**src/rtl/core/iirdf2_pkg.sv**
```systemverilog
package iirdf2_pkg;

    localparam int TAPS        = 3;
    localparam int COEF_SLOTS  = 3;
    localparam int SAMPLE_W    = 16;
    localparam int COEF_W      = 16;
    localparam int DATA_W      = 32;
    localparam int ACC_W       = 64;
    localparam int SHIFT_W     = 4;
    localparam int CFG_IDX_W   = 3;
    localparam int CFG_DATA_W  = 16;
    localparam int DIGIT_W     = 8;
    localparam int NUM_DIGITS  = COEF_W / DIGIT_W;
    localparam int CNT_W       = (NUM_DIGITS > 1) ? $clog2(NUM_DIGITS) : 1;
    localparam int K_W         = $clog2(TAPS);
    localparam int SLOT_W      = $clog2(COEF_SLOTS);

    typedef enum logic [CFG_IDX_W-1:0] {
        CFG_B0    = 3'd0,
        CFG_B1    = 3'd1,
        CFG_B2    = 3'd2,
        CFG_A1    = 3'd3,
        CFG_A2    = 3'd4,
        CFG_SHIFT = 3'd5
    } t_cfg_idx;

    typedef enum logic [2:0] {
        S_IDLE,
        S_FB_GO,
        S_FB_WAIT,
        S_W0,
        S_FF_GO,
        S_FF_WAIT,
        S_OUT
    } t_state;

    typedef struct packed {
        logic [COEF_SLOTS-1:0][COEF_W-1:0] coef_b;
        logic [COEF_SLOTS-1:0][COEF_W-1:0] coef_a;
        logic [SHIFT_W-1:0]                frac_shift;
    } t_cfg;

    localparam t_cfg CFG_RESET = '{coef_b: '0, coef_a: '0, frac_shift: 4'd15};

    typedef struct packed {
        logic              init;
        logic [ACC_W-1:0]  init_val;
        logic              start;
        logic              sub;
        logic [COEF_W-1:0] coef;
        logic [DATA_W-1:0] mult;
    } t_mac_cmd;

endpackage

```
**src/rtl/core/iirdf2_cfg.sv**
```systemverilog
module iirdf2_cfg (
    input  logic                                i_clk,
    input  logic                                i_rst_n,
    input  logic                                i_cfg_valid,
    output logic                                o_cfg_ready,
    input  logic [iirdf2_pkg::CFG_IDX_W-1:0]    i_cfg_index,
    input  logic [iirdf2_pkg::CFG_DATA_W-1:0]   i_cfg_data,
    output iirdf2_pkg::t_cfg                    o_cfg
);
    import iirdf2_pkg::*;

    t_cfg r_cfg;

    assign o_cfg_ready = 1'b1;
    assign o_cfg       = r_cfg;

    always_ff @(posedge i_clk) begin
        if (!i_rst_n) begin
            r_cfg <= CFG_RESET;
        end else if (i_cfg_valid) begin
            unique case (t_cfg_idx'(i_cfg_index))
                CFG_B0:    r_cfg.coef_b[0]  <= i_cfg_data[COEF_W-1:0];
                CFG_B1:    r_cfg.coef_b[1]  <= i_cfg_data[COEF_W-1:0];
                CFG_B2:    r_cfg.coef_b[2]  <= i_cfg_data[COEF_W-1:0];
                CFG_A1:    r_cfg.coef_a[1]  <= i_cfg_data[COEF_W-1:0];
                CFG_A2:    r_cfg.coef_a[2]  <= i_cfg_data[COEF_W-1:0];
                CFG_SHIFT: r_cfg.frac_shift <= i_cfg_data[SHIFT_W-1:0];
                default: begin
                end
            endcase
        end
    end

endmodule

```
**src/rtl/core/iirdf2_mac.sv**
```systemverilog
module iirdf2_mac (
    input  logic                            i_clk,
    input  logic                            i_rst_n,
    input  iirdf2_pkg::t_mac_cmd            i_cmd,
    output logic                            o_last,
    output logic [iirdf2_pkg::ACC_W-1:0]    o_acc
);
    import iirdf2_pkg::*;

    logic                      r_busy;
    logic [CNT_W-1:0]          r_cnt;
    logic [COEF_W-1:0]         r_coef_sr;
    logic signed [DATA_W-1:0]  r_mult;
    logic                      r_sub;
    logic [ACC_W-1:0]          r_acc;

    logic                          last;
    logic signed [DIGIT_W:0]       dig;
    logic signed [DATA_W+DIGIT_W:0] prod;
    logic [ACC_W-1:0]              term;

    always_comb begin
        last = r_busy && (r_cnt == CNT_W'(NUM_DIGITS - 1));
        if (r_cnt == CNT_W'(NUM_DIGITS - 1)) begin
            dig = {r_coef_sr[DIGIT_W-1], r_coef_sr[DIGIT_W-1:0]};
        end else begin
            dig = {1'b0, r_coef_sr[DIGIT_W-1:0]};
        end
        prod = r_mult * dig;
        term = ACC_W'(prod) << (r_cnt * DIGIT_W);
    end

    assign o_last = last;
    assign o_acc  = r_acc;

    always_ff @(posedge i_clk) begin
        if (!i_rst_n) begin
            r_busy <= 1'b0;
            r_cnt  <= '0;
        end else if (i_cmd.start) begin
            r_busy <= 1'b1;
            r_cnt  <= '0;
        end else if (r_busy) begin
            r_cnt <= r_cnt + CNT_W'(1);
            if (last) begin
                r_busy <= 1'b0;
            end
        end
    end

    always_ff @(posedge i_clk) begin
        if (i_cmd.start) begin
            r_coef_sr <= i_cmd.coef;
            r_mult    <= i_cmd.mult;
            r_sub     <= i_cmd.sub;
        end else if (r_busy) begin
            r_coef_sr <= r_coef_sr >> DIGIT_W;
        end
        if (i_cmd.init) begin
            r_acc <= i_cmd.init_val;
        end else if (r_busy) begin
            r_acc <= r_sub ? (r_acc - term) : (r_acc + term);
        end
    end

endmodule

```
**src/rtl/core/iir_direct_form2_fixed_point.sv**
```systemverilog
// Second-order IIR filter, direct form II, fixed point with 64-bit accumulation.
// Input channel: i_in_valid / o_in_stall with i_sample_in (16-bit signed).
// A sample is taken at an edge with i_in_valid high and o_in_stall low.
// Output channel: o_out_valid / i_out_stall with o_sample_out (32-bit signed);
// a result is taken at an edge with o_out_valid high and i_out_stall low.
// Configuration: i_cfg_valid / o_cfg_ready with i_cfg_index and i_cfg_data;
// index 0..4 = b0, b1, b2, a1, a2, index 5 = frac_shift, higher indexes dropped.
// One shared MAC forms each 16x32 product one 8-bit coefficient digit per
// cycle, as an issue step plus 2 digit steps. A sample takes 2*TAPS-1
// products: feedback a2, a1, then the w0 update, then feedforward b2, b1,
// b0; the result is then loaded and the next request is taken after it.
// The output register holds a result while the next sample is computed; a
// stalled receiver only holds the block once a second result is ready.
// Reset clears the delay line, coefficients to zero and frac_shift to 15.
module iir_direct_form2_fixed_point (
    input  logic                                    i_clk,
    input  logic                                    i_rst_n,
    input  logic                                    i_in_valid,
    output logic                                    o_in_stall,
    input  logic signed [iirdf2_pkg::SAMPLE_W-1:0]  i_sample_in,
    output logic                                    o_out_valid,
    input  logic                                    i_out_stall,
    output logic signed [iirdf2_pkg::DATA_W-1:0]    o_sample_out,
    input  logic                                    i_cfg_valid,
    output logic                                    o_cfg_ready,
    input  logic [iirdf2_pkg::CFG_IDX_W-1:0]        i_cfg_index,
    input  logic [iirdf2_pkg::CFG_DATA_W-1:0]       i_cfg_data
);
    import iirdf2_pkg::*;

    t_cfg                   cfg;
    t_mac_cmd               mac_cmd;
    logic                   mac_last;
    logic [ACC_W-1:0]       mac_acc;

    t_state                 r_state;
    t_state                 n_state;
    logic [K_W-1:0]         r_k;
    logic [TAPS-1:0][DATA_W-1:0] r_w;
    logic                   r_out_valid;
    logic [DATA_W-1:0]      r_out_data;

    logic                   k_set;
    logic                   k_dec;
    logic                   w0_load;
    logic                   out_load;
    logic [ACC_W-1:0]       acc_shr;
    logic [ACC_W-1:0]       in_scaled;

    iirdf2_cfg u_cfg (
        .i_clk       (i_clk),
        .i_rst_n     (i_rst_n),
        .i_cfg_valid (i_cfg_valid),
        .o_cfg_ready (o_cfg_ready),
        .i_cfg_index (i_cfg_index),
        .i_cfg_data  (i_cfg_data),
        .o_cfg       (cfg)
    );

    iirdf2_mac u_mac (
        .i_clk   (i_clk),
        .i_rst_n (i_rst_n),
        .i_cmd   (mac_cmd),
        .o_last  (mac_last),
        .o_acc   (mac_acc)
    );

    assign acc_shr   = mac_acc >> cfg.frac_shift;
    assign in_scaled = ACC_W'(i_sample_in) << cfg.frac_shift;

    always_comb begin
        n_state = r_state;
        unique case (r_state)
            S_IDLE: begin
                if (i_in_valid) begin
                    n_state = S_FB_GO;
                end
            end
            S_FB_GO:   n_state = S_FB_WAIT;
            S_FB_WAIT: begin
                if (mac_last) begin
                    n_state = (r_k == K_W'(1)) ? S_W0 : S_FB_GO;
                end
            end
            S_W0:      n_state = S_FF_GO;
            S_FF_GO:   n_state = S_FF_WAIT;
            S_FF_WAIT: begin
                if (mac_last) begin
                    n_state = (r_k == '0) ? S_OUT : S_FF_GO;
                end
            end
            S_OUT: begin
                if (!r_out_valid || !i_out_stall) begin
                    n_state = S_IDLE;
                end
            end
            default: n_state = S_IDLE;
        endcase
    end

    always_comb begin
        mac_cmd  = '0;
        k_set    = 1'b0;
        k_dec    = 1'b0;
        w0_load  = 1'b0;
        out_load = 1'b0;
        unique case (r_state)
            S_IDLE: begin
                mac_cmd.init     = i_in_valid;
                mac_cmd.init_val = in_scaled;
                k_set            = i_in_valid;
            end
            S_FB_GO: begin
                mac_cmd.start = 1'b1;
                mac_cmd.sub   = 1'b1;
                mac_cmd.coef  = cfg.coef_a[SLOT_W'(r_k)];
                mac_cmd.mult  = r_w[r_k];
            end
            S_FB_WAIT: begin
                k_dec = mac_last && (r_k != K_W'(1));
            end
            S_W0: begin
                w0_load          = 1'b1;
                mac_cmd.init     = 1'b1;
                mac_cmd.init_val = '0;
                k_set            = 1'b1;
            end
            S_FF_GO: begin
                mac_cmd.start = 1'b1;
                mac_cmd.sub   = 1'b0;
                mac_cmd.coef  = cfg.coef_b[SLOT_W'(r_k)];
                mac_cmd.mult  = r_w[r_k];
            end
            S_FF_WAIT: begin
                k_dec = mac_last && (r_k != '0);
            end
            S_OUT: begin
                out_load = !r_out_valid || !i_out_stall;
            end
            default: begin
            end
        endcase
    end

    always_ff @(posedge i_clk) begin
        if (!i_rst_n) begin
            r_state     <= S_IDLE;
            r_out_valid <= 1'b0;
            r_w         <= '0;
        end else begin
            r_state <= n_state;
            if (out_load) begin
                r_out_valid <= 1'b1;
            end else if (!i_out_stall) begin
                r_out_valid <= 1'b0;
            end
            if (w0_load) begin
                r_w[0] <= acc_shr[DATA_W-1:0];
            end
            if (out_load) begin
                for (int i = TAPS - 1; i >= 1; i--) begin
                    r_w[i] <= r_w[i-1];
                end
            end
        end
    end

    always_ff @(posedge i_clk) begin
        if (k_set) begin
            r_k <= K_W'(TAPS - 1);
        end else if (k_dec) begin
            r_k <= r_k - K_W'(1);
        end
        if (out_load) begin
            r_out_data <= acc_shr[DATA_W-1:0];
        end
    end

    assign o_in_stall   = (r_state != S_IDLE);
    assign o_out_valid  = r_out_valid;
    assign o_sample_out = r_out_data;

    a_last_in_wait: assert property (@(posedge i_clk) disable iff (!i_rst_n)
        mac_last |-> (r_state == S_FB_WAIT || r_state == S_FF_WAIT))
        else $error("MAC finished outside a wait state");

    a_fb_not_w0: assert property (@(posedge i_clk) disable iff (!i_rst_n)
        (r_state == S_FB_GO) |-> (r_k != '0))
        else $error("feedback product issued on w0");

    a_out_loaded: assert property (@(posedge i_clk) disable iff (!i_rst_n)
        out_load |=> (r_out_valid && r_state == S_IDLE))
        else $error("result load did not raise valid");

endmodule

```
**config.mk**
```make
export PLATFORM = sky130hd
export DESIGN_NAME = iir_direct_form2_fixed_point
export DESIGN_NICKNAME = d
export VERILOG_FILES = /design/src/rtl/core/iirdf2_pkg.sv /design/src/rtl/core/iirdf2_cfg.sv /design/src/rtl/core/iirdf2_mac.sv /design/src/rtl/core/iir_direct_form2_fixed_point.sv
export SDC_FILE = /design/constraint.sdc
export NUM_CORES = 2
export LEC_CHECK = 0
export BUFFER_PORTS_ARGS = -buffer_cell sky130_fd_sc_hd__buf_2
export CAP_MARGIN = 20
export CORE_UTILIZATION = 40
export CTS_BUF_LIST = sky130_fd_sc_hd__clkbuf_2
export CTS_CLUSTER_SIZE = 24
export DETAILED_ROUTE_END_ITERATION = 8
export GPL_TIMING_DRIVEN = 1
export SLEW_MARGIN = 15
export SYNTH_ARGS = -nofsm -noshare
export SYNTH_HDL_FRONTEND = slang
export SYNTH_SLANG_ARGS = --single-unit
```
**constraint.sdc**
```tcl
create_clock -name i_clk -period 25.3 [get_ports i_clk]
set_input_delay 5.06 -clock i_clk [delete_from_list [all_inputs] [get_ports i_clk]]
set_output_delay 5.06 -clock i_clk [all_outputs]
set_load 0.02 [all_outputs]
```
==> flow_metrics.py <==
metrics = {
    "routing": {
        "final_antenna_net_count": 0,
        "wirelength_um": 84400,
        "firstDrtPassIters": 7,
        "drc": 2,
        "routed_via_density": 5.57,
        "wl_per_cell_um": 19.3,
        "drt_iter0_drc": 1686,
        "vias": 24346,
    },
    "finish": {
        "n_fill_cell": 7303,
        "multi_input_area_um2": 20500,
        "seqCellArea_um2": 7620,
        "num-nets-final": 3749,
        "area_growth_pct": 6.63,
        "layout_common_cells": "582 x nand2_1, 232 x fa_1, 208 x nor2_1, 182 x a21oi_1",
        "drive_above_1_share": 0.101,
        "final_common_cell": "nand2_1",
    },
    "timing": {
        "min_period_over_period": 0.398,
        "finalSetupTns_ps": 0,
        "finClkSkew_ps": 99.5,
        "relSlewSlack": 0.336,
        "fmax_ghz": 0.0993,
        "worst_slew_pin_slew_ps": 995,
        "grt_setup_unrepaired": "no",
        "finalSetupViolCount": 0,
        "hold_viol": 0,
        "drv_slew": 0,
        "period_needed_ps": 10080,
    },
    "flow_run": {
        "cap_violations": 0,
    },
    "critical_path": {
        "crit_path_end_kind": "register",
        "criticalPathCategory": "register to register",
        "cpMostUsedCell": "fa_1",
        "reg2reg_depth": 32,
        "slowest_delay_ps": 580,
        "critPathSlowestCell": "nor4b_1",
        "cp_max_fo": 33,
        "cp.arrival_ps": 10870,
        "r2r_start": "u_mac.r_coef_sr[7]",
        "reg2reg_to": "u_mac.o_acc[45]",
        "start_kind": "register",
        "worstPathRequired_ps": 26090,
        "regToRegSetupSlack_ps": 15220,
    },
    "yosys": {
        "avgSynthCellArea_um2": 8.79,
        "synth_enable_flop_cells": 128,
        "synth_top_cell_area_share": 0.158,
        "ys_warn_count": 0,
        "yosys.area.top_type": "fa_1",
        "synth_area_um2": 29500,
        "synthCells": 3353,
        "async_flop_share": 0,
        "synth_top_flop_cell": "dfxtp_1",
        "synthDistinctLibCells": 94,
        "synthTopCellsByArea": "fa_1 16%, edfxtp_1 13%, dfxtp_1 13%",
        "synth_seq_cells": 316,
        "synth_fp_nets": 3758,
        "ys_seq_area_frac": 0.258,
    },
    "die": {
        "dieArea_um2": 74800,
        "ios": 75,
        "core_area_um2": 73000,
        "initial_core_util": 0.404,
        "core.rowCount": 99,
        "die_x_um": 273,
        "fp.dieH_um": 273,
    },
    "cts": {
        "cts_resized": 0,
        "cts.path.max_buffers": 3,
        "ctsHtreeMaxLevel": 3,
        "clk_latency_ps": 1120,
        "post_cts_buffers": 0,
        "cts.sink_count": 316,
        "cts.clk_slew.worst_paths_ps": 100,
        "cts_buffers": 81,
        "root_buffer": "clkbuf_2",
        "cts_tree": "done",
        "postCtsHoldBufs": 0,
    },
    "place": {
        "dp_hpwl_um": 62200,
        "gp_congestion": 0.908,
        "io_buffers": 73,
    },
    "global_routing": {
        "grt_max_degree": 129,
        "antenna_found_initial": 3,
        "met3_usage": 0.0285,
        "gr-usage-all-layers": 0.227,
        "grt_pass1_vias": 23250,
        "met2_usage": 0.354,
        "overflow": 0,
        "met1_usage": 0.329,
        "grt_pass1_wl_um": 134000,
        "top_usage_layer": "met2",
    },
    "hold_path": {
        "worstHoldStart": "r_w[88]",
        "hp-class": "register to register",
        "hold_path_depth": 2,
        "holdPathEnd": "r_w[88]",
    },
    "outcome": {
        "status": "finished, violations left",
        "violations": "design-rule violations",
    },
}
==> per-layer routing <==
layer  vias to the layer above  wire length [um]
met1                     11868             39800
met5                         -                13
met3                       105              4930
li1                      11620                 -
met4                         2              1570
met2                       751             38100
==> cell type report <==
type / count / share of cell area
antenna: 1 / 0.0000796
sequential: 316 / 0.243
clock buffer: 114 / 0.0182
inverter: 175 / 0.0209
tap: 959 / 0.0382
multi-input combinational: 2660 / 0.651
timing repair buffer: 110 / 0.0218
clock inverter: 37 / 0.00689
==> registers in the layout (all words and copies together), names as in the netlist, 2 cells and up <==
name / flops
u_cfg.o_cfg: 84
u_mac.r_mult: 32
o_sample_out: 32
u_mac.r_coef_sr: 16
r_k: 2
r_w: 96
r_state: 3
u_mac.o_acc: 47
==> per-stage QoR <==
| step | instances | util | cell area, um2 | setup slack (ps) | hold slack [ps] |
|---|---|---|---|---|---|
| after floorplan | 3353 | - | 29500 | 15060 | 439 |
| after global placement | 4218 | 0.419 | 30600 | 15390 | 448 |
| after detailed placement | 4218 | 0.419 | 30600 | 15280 | 454 |
| after CTS | 4369 | 0.430 | 31400 | 15250 | 459 |
| after global routing | 4372 | 0.431 | 31400 | 14540 | 465 |
| final | 4372 | 0.431 | 31400 | 15220 | 466 |
==> logic make-up (layout without fill, tap and decap cells) <==
group | Yosys count | in the layout | share of synthesized area
simple gates | 1228 | 1228 | 0.194
xor+xnor | 114 | 114 | 0.0344
buf+inv | 377 | 436 | 0.0484
mux | 197 | 197 | 0.0783
other cells | 1 | 2 | 0.000127
flops | 316 | 316 | 0.258
compound gates | 755 | 755 | 0.173
fa+ha+maj | 365 | 365 | 0.214
==> cell usage after synthesis (all sizes together), types with 37 or more instances <==
cell    instances
a21o           41
and2          182
mux2i         153
o22ai          41
nor2          211
a21oi         183
xnor2          65
clkbuf        165
edfxtp        128
inv           171
o21ai         122
xor2           49
nand3          50
dfxtp         188
a21boi        154
fa            232
ha            133
buf            37
nand2         582
nor2b          44
==> critical path: cells and delay by family (launching register included) <==
| family | cells | cell delay [ps] |
|---|---|---|
| and+or+nand+nor | 7 | 2110 |
| xor gates and xnor gates | 1 | 240 |
| DFF | 1 | 340 |
| adders and majority gates | 7 | 3310 |
| AOI/OAI and AO/OA | 12 | 3020 |
| buffers and inverters | 5 | 810 |
==> worst max path at each step <==
| stage | startpoint | endpoint | slack [ps] | cells past startpoint |
|---|---|---|---|---|
| floorplan | u_mac.r_cnt | u_mac.o_acc[46] | 15060 | 38 |
| global placement | u_mac.r_coef_sr[7] | u_mac.o_acc[46] | 15390 | 33 |
| detailed placement | u_mac.r_coef_sr[7] | u_mac.o_acc[45] | 15280 | 32 |
| global route | u_mac.r_coef_sr[7] | u_mac.o_acc[45] | 14540 | 32 |
| CTS | u_mac.r_coef_sr[7] | u_mac.o_acc[45] | 15250 | 32 |
| finish | u_mac.r_coef_sr[7] | u_mac.o_acc[45] | 15220 | 32 |
Power is left out: the tool's default activity adds up to more than one toggle a clock period on the data nets, which glitch-free logic cannot reach.
